**src/hw/rtl/csc_pkg.sv**
```systemverilog
// ----------------------------------------------------------------------------
// csc_pkg
// Shared constants and helpers for the calendar seconds converter.
// ----------------------------------------------------------------------------
package csc_pkg;

    localparam int unsigned InW  = 66;  // op, elapsed, year, month, day, h, m, s
    localparam int unsigned OutW = 72;  // tdata rounded to bytes
    localparam logic [31:0] LastSecond = 32'd3155759999;
    localparam logic OpToSecs = 1'b0;
    localparam logic OpToDate = 1'b1;

    // Length of a month, with the leap flag for February.
    function automatic logic [4:0] month_len(input logic [3:0] mo, input logic leap);
        logic [4:0] r;
        begin
            case (mo)
                4'd2:                      r = leap ? 5'd29 : 5'd28;
                4'd4, 4'd6, 4'd9, 4'd11:   r = 5'd30;
                4'd1, 4'd3, 4'd5, 4'd7, 4'd8, 4'd10, 4'd12: r = 5'd31;
                default:                   r = 5'd0;
            endcase
            month_len = r;
        end
    endfunction

endpackage

```
**src/hw/rtl/calendar_seconds_converter_core.sv**
```systemverilog
// ----------------------------------------------------------------------------
// calendar_seconds_converter_core
// Converts between seconds since 2000-01-01 and a calendar date and time.
// ----------------------------------------------------------------------------
// Usage: one request on the slave stream (s_axis_*) gives one result on the
// master stream (m_axis_*). op 0 turns date and time into seconds, op 1 turns
// seconds into date, time and weekday. Out-of-range fields set bad_input and
// zero every other result field; such a result is flagged from S_YR0 or S_DIV.
// Steps: op 0 walks the years, then the months, then takes four accumulate
// steps and one output step. op 1 runs three serial divisions (by 86400, 3600,
// 60), a 13-step weekday reduction, a year walk, a month walk and one output
// step. The year and month walks and the bit-serial divider set how long a
// request takes.
// One request is worked at a time; s_axis_tready rises again once the
// result has left the output register. If the receiver stalls, the result is
// held in that register. Reset returns the sequencer to idle and drops any
// pending result.
module calendar_seconds_converter_core (
    input  logic        i_clk,
    input  logic        i_rst_n,
    input  logic        s_axis_tvalid,
    output logic        s_axis_tready,
    // op[0], elapsed_in[32:1], year_in[39:33], month_in[43:40], day_in[48:44],
    // hour_in[53:49], minute_in[59:54], second_in[65:60], zero fill
    input  logic [71:0] s_axis_tdata,
    output logic        m_axis_tvalid,
    input  logic        m_axis_tready,
    // elapsed_out[31:0], year_out[38:32], month_out[42:39], day_out[47:43],
    // hour_out[52:48], minute_out[58:53], second_out[64:59],
    // weekday_out[67:65], bad_input[68], zero fill
    output logic [71:0] m_axis_tdata
);
    import csc_pkg::*;

    localparam logic [3:0] S_IDLE = 4'd0, S_YR0 = 4'd1, S_MO0 = 4'd2,
                           S_ACC = 4'd3, S_DIV = 4'd4, S_WK = 4'd5,
                           S_YR1 = 4'd6, S_MO1 = 4'd7, S_OUT = 4'd8;

    logic [3:0]  r_st;
    logic        r_op;
    logic [31:0] r_el;
    logic [6:0]  r_yr, r_yi;
    logic [3:0]  r_mo, r_mi;
    logic [4:0]  r_dy, r_hr;
    logic [5:0]  r_mn, r_sc;
    logic [15:0] r_days;
    logic [31:0] r_acc;
    logic [2:0]  r_step;
    logic [3:0]  r_wk;
    logic [15:0] r_wd;
    logic [1:0]  r_dph;
    logic        r_div_go;
    logic [16:0] r_den;
    logic [31:0] r_num;
    logic [71:0] r_out;
    logic        r_ov;
    logic        w_done;
    logic [31:0] w_quo;
    logic [16:0] w_rem;
    logic        w_leap;
    logic [8:0]  w_ylen;
    logic [4:0]  w_mlen;
    logic        w_bad0;
    logic [31:0] w_addend;

    csc_divider u_div (
        .i_clk(i_clk), .i_rst_n(i_rst_n), .i_start(r_div_go),
        .i_num(r_num), .i_den(r_den),
        .o_done(w_done), .o_quo(w_quo), .o_rem(w_rem)
    );

    assign w_leap = (r_yi[1:0] == 2'b00);
    assign w_ylen = w_leap ? 9'd366 : 9'd365;
    assign w_mlen = month_len(r_mi, (r_op == OpToSecs) ? (r_yr[1:0] == 2'b00) : w_leap);
    assign w_bad0 = (r_yr > 7'd99) || (r_mo == 4'd0) || (r_mo > 4'd12) || (r_dy == 5'd0)
                 || (r_dy > month_len(r_mo, r_yr[1:0] == 2'b00)) || (r_hr > 5'd23)
                 || (r_mn > 6'd59) || (r_sc > 6'd59);

    // pick one product term per accumulate step (products by 86400, 3600 and 60)
    always_comb begin
        case (r_step)
            3'd0:    w_addend = 32'(r_days) * 32'd86400;
            3'd1:    w_addend = 32'(r_hr) * 32'd3600;
            3'd2:    w_addend = 32'(r_mn) * 32'd60;
            3'd3:    w_addend = 32'(r_sc);
            default: w_addend = '0;
        endcase
    end

    assign s_axis_tready = (r_st == S_IDLE) && !r_ov;
    assign m_axis_tvalid = r_ov;
    assign m_axis_tdata  = r_out;

    // sequence one request
    always_ff @(posedge i_clk) begin
        if (!i_rst_n) begin
            r_st     <= S_IDLE;
            r_ov     <= 1'b0;
            r_div_go <= 1'b0;
        end else begin
            r_div_go <= 1'b0;
            if (r_ov && m_axis_tready) r_ov <= 1'b0;
            case (r_st)
                S_IDLE: if (s_axis_tvalid && !r_ov) begin
                    r_op <= s_axis_tdata[0];
                    r_el <= s_axis_tdata[32:1];
                    r_yr <= s_axis_tdata[39:33];
                    r_mo <= s_axis_tdata[43:40];
                    r_dy <= s_axis_tdata[48:44];
                    r_hr <= s_axis_tdata[53:49];
                    r_mn <= s_axis_tdata[59:54];
                    r_sc <= s_axis_tdata[65:60];
                    r_yi <= '0;
                    r_mi <= 4'd1;
                    r_days <= '0;
                    r_acc <= '0;
                    r_step <= '0;
                    r_dph <= '0;
                    r_st <= s_axis_tdata[0] ? S_DIV : S_YR0;
                    // start the divider only for a count in range
                    if (s_axis_tdata[0] && (s_axis_tdata[32:1] <= LastSecond)) begin
                        r_num <= s_axis_tdata[32:1];
                        r_den <= 17'd86400;
                        r_div_go <= 1'b1;
                    end
                end
                S_YR0: begin
                    if (w_bad0) begin
                        r_out <= 72'(1) << 68;
                        r_ov  <= 1'b1;
                        r_st  <= S_IDLE;
                    end else if (r_yi == r_yr) begin
                        r_st <= S_MO0;
                    end else begin
                        r_days <= r_days + 16'(w_ylen);
                        r_yi   <= r_yi + 7'd1;
                    end
                end
                S_MO0: begin
                    if (r_mi == r_mo) begin
                        r_days <= r_days + 16'(r_dy) - 16'd1;
                        r_st   <= S_ACC;
                    end else begin
                        r_days <= r_days + 16'(w_mlen);
                        r_mi   <= r_mi + 4'd1;
                    end
                end
                S_ACC: begin
                    r_acc  <= r_acc + w_addend;
                    r_step <= r_step + 3'd1;
                    if (r_step == 3'd3) r_st <= S_OUT;
                end
                S_DIV: begin
                    if (r_el > LastSecond) begin
                        r_out <= 72'(1) << 68;
                        r_ov  <= 1'b1;
                        r_st  <= S_IDLE;
                    end else if (w_done) begin
                        r_dph <= r_dph + 2'd1;
                        case (r_dph)
                            2'd0: begin
                                r_days <= w_quo[15:0];
                                r_wd   <= w_quo[15:0] + 16'd6;
                                r_num  <= 32'(w_rem);
                                r_den  <= 17'd3600;
                                r_div_go <= 1'b1;
                            end
                            2'd1: begin
                                r_hr  <= w_quo[4:0];
                                r_num <= 32'(w_rem);
                                r_den <= 17'd60;
                                r_div_go <= 1'b1;
                            end
                            default: begin
                                r_mn   <= w_quo[5:0];
                                r_sc   <= w_rem[5:0];
                                r_wk   <= '0;
                                r_st   <= S_WK;
                            end
                        endcase
                    end
                end
                S_WK: begin
                    // reduce mod 7 by trying 7<<k for k = 12 down to 0, 13 steps
                    if (r_wd >= (16'd7 << (4'd12 - r_wk)))
                        r_wd <= r_wd - (16'd7 << (4'd12 - r_wk));
                    r_wk <= r_wk + 4'd1;
                    if (r_wk == 4'd12) r_st <= S_YR1;
                end
                S_YR1: begin
                    if (r_yi < 7'd99 && r_days >= 16'(w_ylen)) begin
                        r_days <= r_days - 16'(w_ylen);
                        r_yi   <= r_yi + 7'd1;
                    end else begin
                        r_st <= S_MO1;
                    end
                end
                S_MO1: begin
                    if (r_mi < 4'd12 && r_days >= 16'(w_mlen)) begin
                        r_days <= r_days - 16'(w_mlen);
                        r_mi   <= r_mi + 4'd1;
                    end else begin
                        r_st <= S_OUT;
                    end
                end
                S_OUT: begin
                    if (r_op == OpToSecs)
                        r_out <= {40'd0, r_acc};
                    else
                        r_out <= {3'd0, 1'b0, r_wd[2:0], r_sc, r_mn, r_hr,
                                  r_days[4:0] + 5'd1, r_mi, r_yi, 32'd0};
                    r_ov <= 1'b1;
                    r_st <= S_IDLE;
                end
                default: r_st <= S_IDLE;
            endcase
        end
    end

    // hold off new requests while a request is being worked
    a_no_accept_busy: assert property (@(posedge i_clk) disable iff (!i_rst_n)
        (r_st != S_IDLE) |-> !s_axis_tready) else $error("accept while busy");
    a_out_hold: assert property (@(posedge i_clk) disable iff (!i_rst_n)
        (r_ov && !m_axis_tready) |=> (r_ov && $stable(r_out))) else $error("result lost");
    a_weekday: assert property (@(posedge i_clk) disable iff (!i_rst_n)
        (r_ov && r_out[68] == 1'b0) |-> (r_out[67:65] <= 3'd6)) else $error("weekday range");
endmodule

```
**src/hw/rtl/csc_divider.sv**
```systemverilog
// ----------------------------------------------------------------------------
// csc_divider
// Bit-serial restoring divider: one quotient bit per cycle over 32 numerator bits.
// ----------------------------------------------------------------------------
module csc_divider (
    input  logic        i_clk,
    input  logic        i_rst_n,
    input  logic        i_start,
    input  logic [31:0] i_num,
    input  logic [16:0] i_den,
    output logic        o_done,
    output logic [31:0] o_quo,
    output logic [16:0] o_rem
);
    logic [31:0] r_quo;
    logic [17:0] r_rem;
    logic [16:0] r_den;
    logic [5:0]  r_cnt;
    logic        r_busy;
    logic        r_done;
    logic [17:0] w_try;
    logic [18:0] w_diff;

    // shift in the next numerator bit and trial-subtract
    assign w_try  = {r_rem[16:0], r_quo[31]};
    assign w_diff = {1'b0, w_try} - {2'b0, r_den};

    always_ff @(posedge i_clk) begin
        if (!i_rst_n) begin
            r_busy <= 1'b0;
            r_done <= 1'b0;
            r_cnt  <= '0;
        end else begin
            r_done <= 1'b0;
            if (i_start) begin
                r_busy <= 1'b1;
                r_cnt  <= '0;
                r_quo  <= i_num;
                r_rem  <= '0;
                r_den  <= i_den;
            end else if (r_busy) begin
                if (w_diff[18]) begin
                    r_rem <= w_try;
                    r_quo <= {r_quo[30:0], 1'b0};
                end else begin
                    r_rem <= w_diff[17:0];
                    r_quo <= {r_quo[30:0], 1'b1};
                end
                r_cnt <= r_cnt + 6'd1;
                if (r_cnt == 6'd31) begin
                    r_busy <= 1'b0;
                    r_done <= 1'b1;
                end
            end
        end
    end

    assign o_done = r_done;
    assign o_quo  = r_quo;
    assign o_rem  = r_rem[16:0];
endmodule
```
**config.mk**
```make
export PLATFORM = sky130hd
export DESIGN_NAME = calendar_seconds_converter_core
export DESIGN_NICKNAME = d
export VERILOG_FILES = /design/src/hw/rtl/csc_pkg.sv /design/src/hw/rtl/calendar_seconds_converter_core.sv /design/src/hw/rtl/csc_divider.sv
export SDC_FILE = /design/constraint.sdc
export NUM_CORES = 1
export LEC_CHECK = 0
export ABC_CLOCK_PERIOD_IN_PS = 11800
export BUFFER_PORTS_ARGS = -buffer_cell sky130_fd_sc_hd__buf_2
export CAP_MARGIN = 15
export CORE_UTILIZATION = 29
export CTS_BUF_LIST = sky130_fd_sc_hd__clkbuf_2 sky130_fd_sc_hd__clkbuf_4 sky130_fd_sc_hd__clkbuf_8
export CTS_CLUSTER_SIZE = 28
export DETAILED_ROUTE_END_ITERATION = 12
export SYNTH_ARGS = -nofsm -noshare
export SYNTH_HDL_FRONTEND = slang
export SYNTH_SLANG_ARGS = --single-unit
```
**constraint.sdc**
```tcl
create_clock -name i_clk -period 11.8 [get_ports i_clk]
set_input_delay 1.77 -clock i_clk [delete_from_list [all_inputs] [get_ports i_clk]]
set_output_delay 1.77 -clock i_clk [all_outputs]
set_load 0.05 [all_outputs]
```
==> impl_metrics.py, run 1 <==
metrics = {
    "layout": {
        "layout_common_cells": "edfxtp_1 (301), ha_1 (272), nand2_1 (209)",
        "final_common_cell": "edfxtp_1",
        "drive_gt1_frac": 0.131,
        "layout.nets": 2822,
        "syn_to_final_growth_pct": 13.7,
    },
    "cts": {
        "post_cts_buffers": 0,
        "clk_latency_ps": 670,
        "cts_hold_buf": 0,
        "cts_buffers": 57,
        "cts.htree.levels": 2,
        "cts_tree": "done",
        "ctsResizeCount": 0,
        "clock-sinks": 315,
        "ctsRootBufferMaster": "clkbuf_8",
        "path_clk_slew_ps": 60,
        "clock_path_buffers": 3,
    },
    "sta": {
        "clock.fmax_mhz": 150,
        "setup_ws_ps": 5140,
        "tightest_slew_ps": 1070,
        "slew_headroom": 0.288,
        "timing.final.crit_share": 0.564,
        "hold_viol_final": 0,
        "clock_skew_ps": 45.5,
        "period_minus_slack_ps": 6660,
        "rsz0062_at_grt": "no",
        "setup_viol": 0,
        "slew_violations": 0,
        "finalSetupTns_ps": 0,
    },
    "placement": {
        "dp_hpwl_mm": 44.5,
        "gp_congestion": 0.887,
        "dp_slack_ps": 5060,
        "port-buffer-count": 140,
    },
    "hold_path": {
        "hold_path_class": "flop to flop",
    },
    "floorplan": {
        "dieArea_mm2": 0.0807,
        "rows": 103,
        "num_io_pins": 150,
        "core_area_mm2": 0.0789,
        "initial_utilization": 0.293,
        "die_h_um": 284,
        "fp.dieW_um": 284,
    },
    "synthesis": {
        "synth_cells": 2278,
        "synth_edf_count": 301,
        "synth-seq-area-share": 0.404,
        "netlist_area_mm2": 0.0231,
        "yosysWarnings": 0,
        "avgSynthCellArea_um2": 10.1,
        "synth-main-ff-cell": "edfxtp_1",
        "synthArstFlopShare": 0,
        "synth_seq_cells": 315,
        "ys_types": 84,
    },
    "setup_path": {
        "worstPathRequired_ps": 12320,
        "crit_path_start_kind": "flop",
        "worst-setup-path-type": "flop to flop",
        "crit_path_end_kind": "flop",
        "crit_fanout": 16,
        "cp.arrival_ps": 7170,
    },
    "routing": {
        "vias_per_cell": 4.94,
        "num_vias": 17400,
        "drtAntennaViolNets": 0,
        "dr.pass1.iters": 5,
        "drc": 0,
        "drt-initial-drc-count": 1284,
        "wl_per_cell_um": 16.9,
        "wirelength_mm": 59.4,
    },
    "run": {
        "maxCapViolCount": 0,
    },
    "global_routing": {
        "grtUsageTotal": 0.146,
        "antenna_found_initial": 1,
        "grt_pass1_wl_mm": 93.9,
        "grt_pass1_vias": 17200,
        "grt_max_degree": 67,
        "overflow": 0,
    },
    "outcome": {
        "status": "finished clean",
    },
}
[registers in the layout (all words and copies together), names as in the netlist, 2 cells and up]
name and flops:
u_div.r_den 4, r_mn 6, m_axis_tdata 69, r_wd 16
r_mo 4, r_wk 4, r_dph 2, r_dy 5
r_el 25, r_yr 7, r_acc 32, u_div.o_quo 32
r_yi 7, r_mi 4, r_step 3, r_sc 6
r_st 4, r_den 4, r_hr 5, r_num 32
r_days 16, u_div.r_cnt 6, u_div.r_rem 17
[critical path, cell delays in order, from the launching register on]
cell and delay [ps]:
edfxtp_1 760, ha_1 370, fa_1 530, fa_1 420
ha_1 290, inv_1 50, fa_1 500, inv_1 40
ha_1 360, a21oi_1 240, o21bai_1 90, a21oi_1 150
o21ai_0 230, a21o_1 250, a21oi_1 180, xor2_1 160
nor2_1 60, ha_1 350, nand3_1 170, nor3b_1 290
a211oi_1 170, or3_1 420, a311o_1 320, a21oi_1 110
[routing by layer]
| layer | GRT usage | routed length, um |
|---|---|---|
| met1 | 0.197 | 27300 |
| met2 | 0.237 | 27100 |
| met3 | 0.0242 | 3540 |
| met4 | 0.0448 | 1500 |
| met5 | 0 | 0 |
[Yosys cell counts (all sizes together) (29+ instances only)]
cell | n | area [um^2]
nor2 | 193 | 732
clkbuf | 60 | 226
nand3 | 42 | 210
a21o | 42 | 315
mux2 | 31 | 349
fa | 48 | 961
o21ai | 91 | 459
and3 | 38 | 238
nor2b | 29 | 181
ha | 272 | 3400
and2 | 55 | 344
nand2 | 210 | 788
edfxtp | 301 | 9040
xor2 | 53 | 464
a21oi | 126 | 634
inv | 200 | 751
nor3 | 45 | 225
xnor2 | 96 | 841
[path summary, 6_finish.rpt]
check | from | endpoint | slack [ps] | cells after the start
min reg2reg | r_den[4] | u_div.r_den[4] | 430 | 0
max reg2reg | r_days[5] | r_acc[31] | 5140 | 23
min | r_den[4] | u_div.r_den[4] | 430 | 0
max | r_days[5] | r_acc[31] | 5140 | 23
[layout make-up]
| cell class | instances | area [um^2] |
|---|---|---|
| fill | 8103 | 52600 |
| tap | 1050 | 1310 |
| inverter | 200 | 751 |
| sequential | 315 | 9320 |
| antenna | 1 | 2.50 |
| multi-input combinational | 1693 | 12800 |
| clock buffer | 78 | 967 |
| timing repair buffer | 159 | 843 |
| clock inverter | 30 | 265 |
[cell families (layout without fill, tap and decap cells)]
group           count (synthesis)  after routing  synth area share
buf+inv                       272            467            0.0449
compound gates                484            484             0.144
xor+xnor                      149            149            0.0566
mux                            36             36            0.0173
other cells                     1              4          0.000163
simple gates                  701            701             0.144
fa+ha+maj                     320            320             0.189
flops                         315            315             0.404
[metrics by stage]
stage          cell area, um^2   util  instances  hold WS (ps)
2_1_floorplan            23100      -       2280           400
3_3_place_gp             25000  0.317       3416           401
3_5_place_dp             25000  0.317       3416           407
4_1_cts                  26200  0.333       3524           422
5_1_grt                  26200  0.333       3526           429
6_report                 26200  0.333       3526           425
Power of run 1 is left out: the tool's default activity adds up to more than one toggle a clock period on the data nets, which glitch-free logic cannot reach.
==> run 2: changes to the inputs <==
--- a/config.mk
+++ b/config.mk
@@ -5,7 +5,8 @@
 export SDC_FILE = /design/constraint.sdc
 export NUM_CORES = 1
 export LEC_CHECK = 0
-export ABC_CLOCK_PERIOD_IN_PS = 11800
+export ABC_AREA = 1
+export ABC_CLOCK_PERIOD_IN_PS = 5300
 export BUFFER_PORTS_ARGS = -buffer_cell sky130_fd_sc_hd__buf_2
 export CAP_MARGIN = 15
 export CORE_UTILIZATION = 29
==> constraint.sdc (replaced) <==
create_clock -name i_clk -period 5.3 [get_ports i_clk]
set_input_delay 0.795 -clock i_clk [delete_from_list [all_inputs] [get_ports i_clk]]
set_output_delay 0.795 -clock i_clk [all_outputs]
set_load 0.05 [all_outputs]
==> impl_metrics.py, run 2 <==
metrics = {
    "layout": {
        "layout_common_cells": "nand2_1 (607), inv_1 (454), nor2_1 (312)",
        "layout.nets": 3700,
        "largest_register_ffs": 69,
        "syn_to_final_growth_pct": 19.7,
        "final_common_cell": "nand2_1",
        "finish.utilization": 0.352,
        "fin_area_mm2": 0.0295,
        "drive_gt1_frac": 0.171,
    },
    "synthesis": {
        "ys_top_cells_by_area": "edfxtp_1 (37%), ha_1 (14%), nand2_1 (9.6%), inv_1 (7.1%), nor2_1 (5.2%)",
        "post-synth-top-area-fraction": 0.366,
        "ys_types": 66,
        "synthArstFlopShare": 0,
        "synth_adder_area_share": 0.177,
        "synthSimpleGateAreaFrac": 0.216,
        "synth-seq-area-share": 0.378,
        "synth-compound-area-share": 0.120,
        "synth_seq_cells": 315,
        "synth-main-ff-cell": "edfxtp_1",
        "synth_mux_area_frac": 0,
        "netlist_area_mm2": 0.0247,
        "yosys-top-cells-count": "nand2_1 (633), inv_1 (468), nor2_1 (343)",
        "post-synth-top-count-cell": "nand2_1",
        "synth_cells": 3032,
        "synth_top_family_by_area": "simple AND/OR/NAND/NOR gates",
        "synth.largest_area_cell": "edfxtp_1",
        "synth_edf_count": 301,
        "yosysWarnings": 0,
        "avgSynthCellArea_um2": 8.13,
        "synthXorXnorAreaFrac": 0.0245,
    },
    "setup_path": {
        "crit_fanout": 4,
        "max_stage_delay_ps": 490,
        "crit_path_start_kind": "flop",
        "r2r_cells": 28,
        "r2r-end": "r_acc[31]",
        "crit_path_end_kind": "flop",
        "r2r_slack_ps": -70,
        "worst-setup-path-type": "flop to flop",
        "r2r_start": "r_days[3]",
        "crit_path_end": "r_acc[31]",
        "cp.arrival_ps": 5810,
        "slowest_stage": "fa_1",
        "worstPathRequired_ps": 5730,
        "critPathLaunch": "r_days[3]",
    },
    "sta": {
        "clock.fmax_mhz": 186,
        "hold_viol_final": 0,
        "clock_skew_ps": 56.2,
        "tightest_slew_ps": 1010,
        "setup_viol": 2,
        "setup_ws_ps": -72.6,
        "period_minus_slack_ps": 5370,
        "timing.final.crit_share": 1.01,
        "rsz0062_at_grt": "yes",
        "slew_headroom": 0.326,
        "slew_violations": 0,
    },
    "placement": {
        "gp_congestion": 0.966,
        "port-buffer-count": 140,
        "dp_hpwl_mm": 57.4,
        "dpl-instance-area_mm2": 0.0275,
    },
    "routing": {
        "wirelength_mm": 73.0,
        "wl_per_cell_um": 16.3,
        "num_vias": 21300,
        "drtAntennaViolNets": 0,
        "drt-initial-drc-count": 1485,
        "vias_per_cell": 4.74,
        "drc": 0,
        "dr.pass1.iters": 6,
    },
    "cts": {
        "cts.htree.levels": 2,
        "clk_latency_ps": 690,
        "cts_buffers": 56,
        "clock_path_buffers": 3,
        "cts_tree": "done",
        "clock-sinks": 315,
        "path_clk_slew_ps": 60,
        "ctsRootBufferMaster": "clkbuf_8",
    },
    "floorplan": {
        "die_h_um": 294,
        "initial_utilization": 0.294,
        "fp.dieW_um": 294,
        "dieArea_mm2": 0.0862,
        "num_io_pins": 150,
        "rows": 106,
        "core_area_mm2": 0.0840,
    },
    "global_routing": {
        "grt_pass1_vias": 20000,
        "grt_max_degree": 65,
        "grt_pass1_wl_mm": 111,
        "antenna_found_initial": 1,
        "grtUsageTotal": 0.165,
        "overflow": 0,
    },
    "outcome": {
        "status": "finished, violations left",
        "violations": "negative setup slack",
    },
    "hold_path": {
        "hold_path_class": "input pin to flop",
    },
    "run": {
        "maxCapViolCount": 0,
    },
}
-- run 2: kinds of logic (layout without fill, tap and decap cells) --
group	count (synthesis)	count (layout)
flops	315	315
fa+ha+maj	320	320
compound gates	524	524
xor+xnor	69	69
other cells	1	5
buf+inv	536	853
simple gates	1267	1267
-- run 2: metrics by stage --
stage	TNS, ps	hold slack (ps)	cells	worst slack (ps)
after detailed placement	-2560	405	4365	-320
after floorplan	0	400	3034	17.1
after global routing	-2380	253	4485	-308
after CTS	-221	237	4479	-63.1
final	-132	291	4487	-72.6
after global placement	-2160	401	4364	-283
-- run 2: worst max-delay path, delay by kind of cell, from the launching register on --
family | cells | cell delay [ps]
AOI/OAI and AO/OA | 9 | 1350
adders and majority gates | 7 | 2590
buffers and inverters | 6 | 360
DFF | 1 | 410
and+or+nand+nor | 6 | 400
-- run 2: per-layer routing --
metal / vias to the layer above / global-route usage / wire [um]
met5: - / 0 / 13
met4: 2 / 0.0432 / 1660
li1: 10700 / - / -
met3: 84 / 0.0314 / 5160
met1: 9896 / 0.231 / 34000
met2: 614 / 0.259 / 32200
-- run 2: worst min-delay path by stage --
stage          slack, ps         endpoint        startpoint  depth (start not counted)
2_1_floorplan        400  u_div.r_den[11]         r_den[11]                          0
3_3_place_gp         400  u_div.r_den[11]         r_den[11]                          0
3_5_place_dp         400  u_div.r_den[11]         r_den[11]                          0
4_1_cts              240          r_mo[1]  s_axis_tdata[41]                          1
5_1_grt              250          r_dy[2]  s_axis_tdata[46]                          1
6_report             290          r_mo[1]  s_axis_tdata[41]                          1
-- run 2: repair_timing --
action	in CTS	in global routing
gates resized for setup	53	127
setup endpoints to repair	12	13
cloned	0	0
buffers inserted	9	6
hold buffers	0	0
pin swaps	41	75
-- run 2: layout make-up --
| class | instances | area (um^2) |
|---|---|---|
| timing repair buffer | 264 | 1650 |
| tap | 1134 | 1420 |
| sequential | 315 | 9320 |
| clock buffer | 86 | 1050 |
| multi-input combinational | 2183 | 14000 |
| clock inverter | 19 | 233 |
| antenna | 2 | 5.00 |
| inverter | 484 | 1820 |
| fill | 8753 | 54400 |
Power of run 2 is left out for the same reason.
==> run 3: changes to the inputs <==
--- a/config.mk
+++ b/config.mk
@@ -9,8 +9,8 @@
 export ABC_CLOCK_PERIOD_IN_PS = 5300
 export BUFFER_PORTS_ARGS = -buffer_cell sky130_fd_sc_hd__buf_2
 export CAP_MARGIN = 15
+export CORE_ASPECT_RATIO = 0.75
 export CORE_UTILIZATION = 29
-export CTS_BUF_LIST = sky130_fd_sc_hd__clkbuf_2 sky130_fd_sc_hd__clkbuf_4 sky130_fd_sc_hd__clkbuf_8
 export CTS_CLUSTER_SIZE = 28
 export DETAILED_ROUTE_END_ITERATION = 12
 export SYNTH_ARGS = -nofsm -noshare
==> impl_metrics.py, run 3 (synthesis gave the netlist of run 2 again) <==
metrics = {
    "outcome": {
        "status": "finished, violations left",
        "violations": "negative setup slack",
    },
    "layout": {
        "finish.utilization": 0.353,
        "num-fill-cells": 8668,
        "layout_common_cells": "nand2_1 (607), inv_1 (445), nor2_1 (318)",
        "drive_gt1_frac": 0.169,
        "layout.nets": 3699,
        "final_common_cell": "nand2_1",
        "diodes": 0,
        "syn_to_final_growth_pct": 20.4,
        "final_cells": 4462,
        "largest_register_ffs": 69,
    },
    "cts": {
        "cts_buffers": 39,
        "clock_path_buffers": 3,
        "cts_tree": "done",
        "ctsRootBufferMaster": "clkbuf_16",
        "clk_latency_ps": 600,
        "path_clk_slew_ps": 60,
        "clock-sinks": 315,
        "cts.htree.levels": 2,
    },
    "global_routing": {
        "grt_pass1_wl_mm": 112,
        "grtUsageTotal": 0.166,
        "overflow": 0,
        "antenna_found_initial": 2,
        "grt_max_degree": 70,
        "grt_pass1_vias": 19600,
    },
    "sta": {
        "slew_violations": 0,
        "setup_viol": 11,
        "rsz0062_at_grt": "yes",
        "clock.fmax_mhz": 182,
        "period_minus_slack_ps": 5480,
        "setup_ws_ps": -180,
        "clock_skew_ps": 23.7,
        "timing.final.crit_share": 1.03,
        "hold_viol_final": 0,
        "tightest_slew_ps": 1200,
        "finalSetupTns_ps": -1290,
        "hold_slack_ps": 392,
        "slew_headroom": 0.200,
    },
    "hold_path": {
        "hold_path_class": "input pin to flop",
    },
    "setup_path": {
        "r2r_start": "r_days[4]",
        "slowest_stage": "edfxtp_1",
        "worstPathRequired_ps": 5640,
        "max_stage_delay_ps": 530,
        "cp.arrival_ps": 5820,
        "r2r-end": "r_acc[31]",
        "crit_path_start_kind": "flop",
        "crit_path_end_kind": "flop",
        "r2r_cells": 28,
        "r2r_slack_ps": -180,
        "crit_path_end": "r_acc[31]",
        "critPathLaunch": "r_days[4]",
        "crit_fanout": 4,
        "worst-setup-path-type": "flop to flop",
    },
    "placement": {
        "port-buffer-count": 140,
        "dp_hpwl_mm": 56.4,
        "gp_congestion": 0.959,
        "dp.cells": 4371,
    },
    "floorplan": {
        "initial_utilization": 0.293,
        "core_area_mm2": 0.0841,
        "fp.dieW_um": 339,
        "dieArea_mm2": 0.0862,
        "rows": 92,
        "num_io_pins": 150,
        "die_h_um": 255,
    },
    "routing": {
        "wl_per_cell_um": 16.5,
        "wirelength_mm": 73.8,
        "drc": 0,
        "num_vias": 21500,
        "dr.pass1.iters": 7,
        "drt-initial-drc-count": 1864,
        "vias_per_cell": 4.82,
        "drtAntennaViolNets": 0,
    },
    "run": {
        "maxCapViolCount": 0,
    },
}
## run 3: changes by cell type in the layout (fill, tap and decap cells not counted), sizes merged
cell	change
buf	+16
bufinv	-2
clkbuf	-36
clkinvlp	+1
diode	-2
clkinv	+2
inv	+2
## run 3: final cells by class
cell class / instances / area (um^2) / area share
timing repair buffer: 280 / 1770 / 0.0596
inverter: 484 / 1820 / 0.0612
clock buffer: 50 / 1050 / 0.0353
clock inverter: 22 / 244 / 0.00821
multi-input combinational: 2183 / 14100 / 0.474
tap: 1128 / 1410 / 0.0475
sequential: 315 / 9320 / 0.314
## run 3: what timing repair did
item | CTS | global route
gates resized for setup | 109 | 92
endpoints found under the setup margin | 12 | 16
hold buffers | 0 | 0
buffers inserted | 7 | 12
pin swaps | 54 | 64
## run 3: worst max-delay path, delay by kind of cell, from the launching register on
family,cells,cell delay [ps]
AO/OA/AOI/OAI,3,460
adder cells (fa/ha/maj),7,2590
buffers and inverters,6,460
flip-flops,1,530
AND/OR/NAND/NOR,12,1150
## run 3: routing by layer
metal,track usage,part of all wire,vias to the layer above
met4,0.0482,0.025,4
met3,0.0314,0.083,93
met1,0.249,0.49,9980
met2,0.238,0.40,769
met5,0,0.00033,-
li1,-,-,10600
## run 3: stage by stage
step / setup slack, ps / instance area (um^2)
detailed placement: -414 / 27500
CTS: -150 / 29300
finish: -180 / 29700
floorplan: 17.1 / 24700
global placement: -401 / 27500
global route: -427 / 29700
## run 3: how the worst min path moves through the flow
stage                          start               to  slack [ps]  depth (start not counted)
finish              s_axis_tdata[40]          r_mo[0]         390                          1
global placement           r_den[14]  u_div.r_den[14]         400                          0
global route        s_axis_tdata[20]         r_el[19]         380                          1
CTS                 s_axis_tdata[40]          r_mo[0]         370                          1
detailed placement         r_den[14]  u_div.r_den[14]         410                          0
floorplan                  r_den[11]  u_div.r_den[11]         400                          0
Power of run 3 is left out for the same reason.
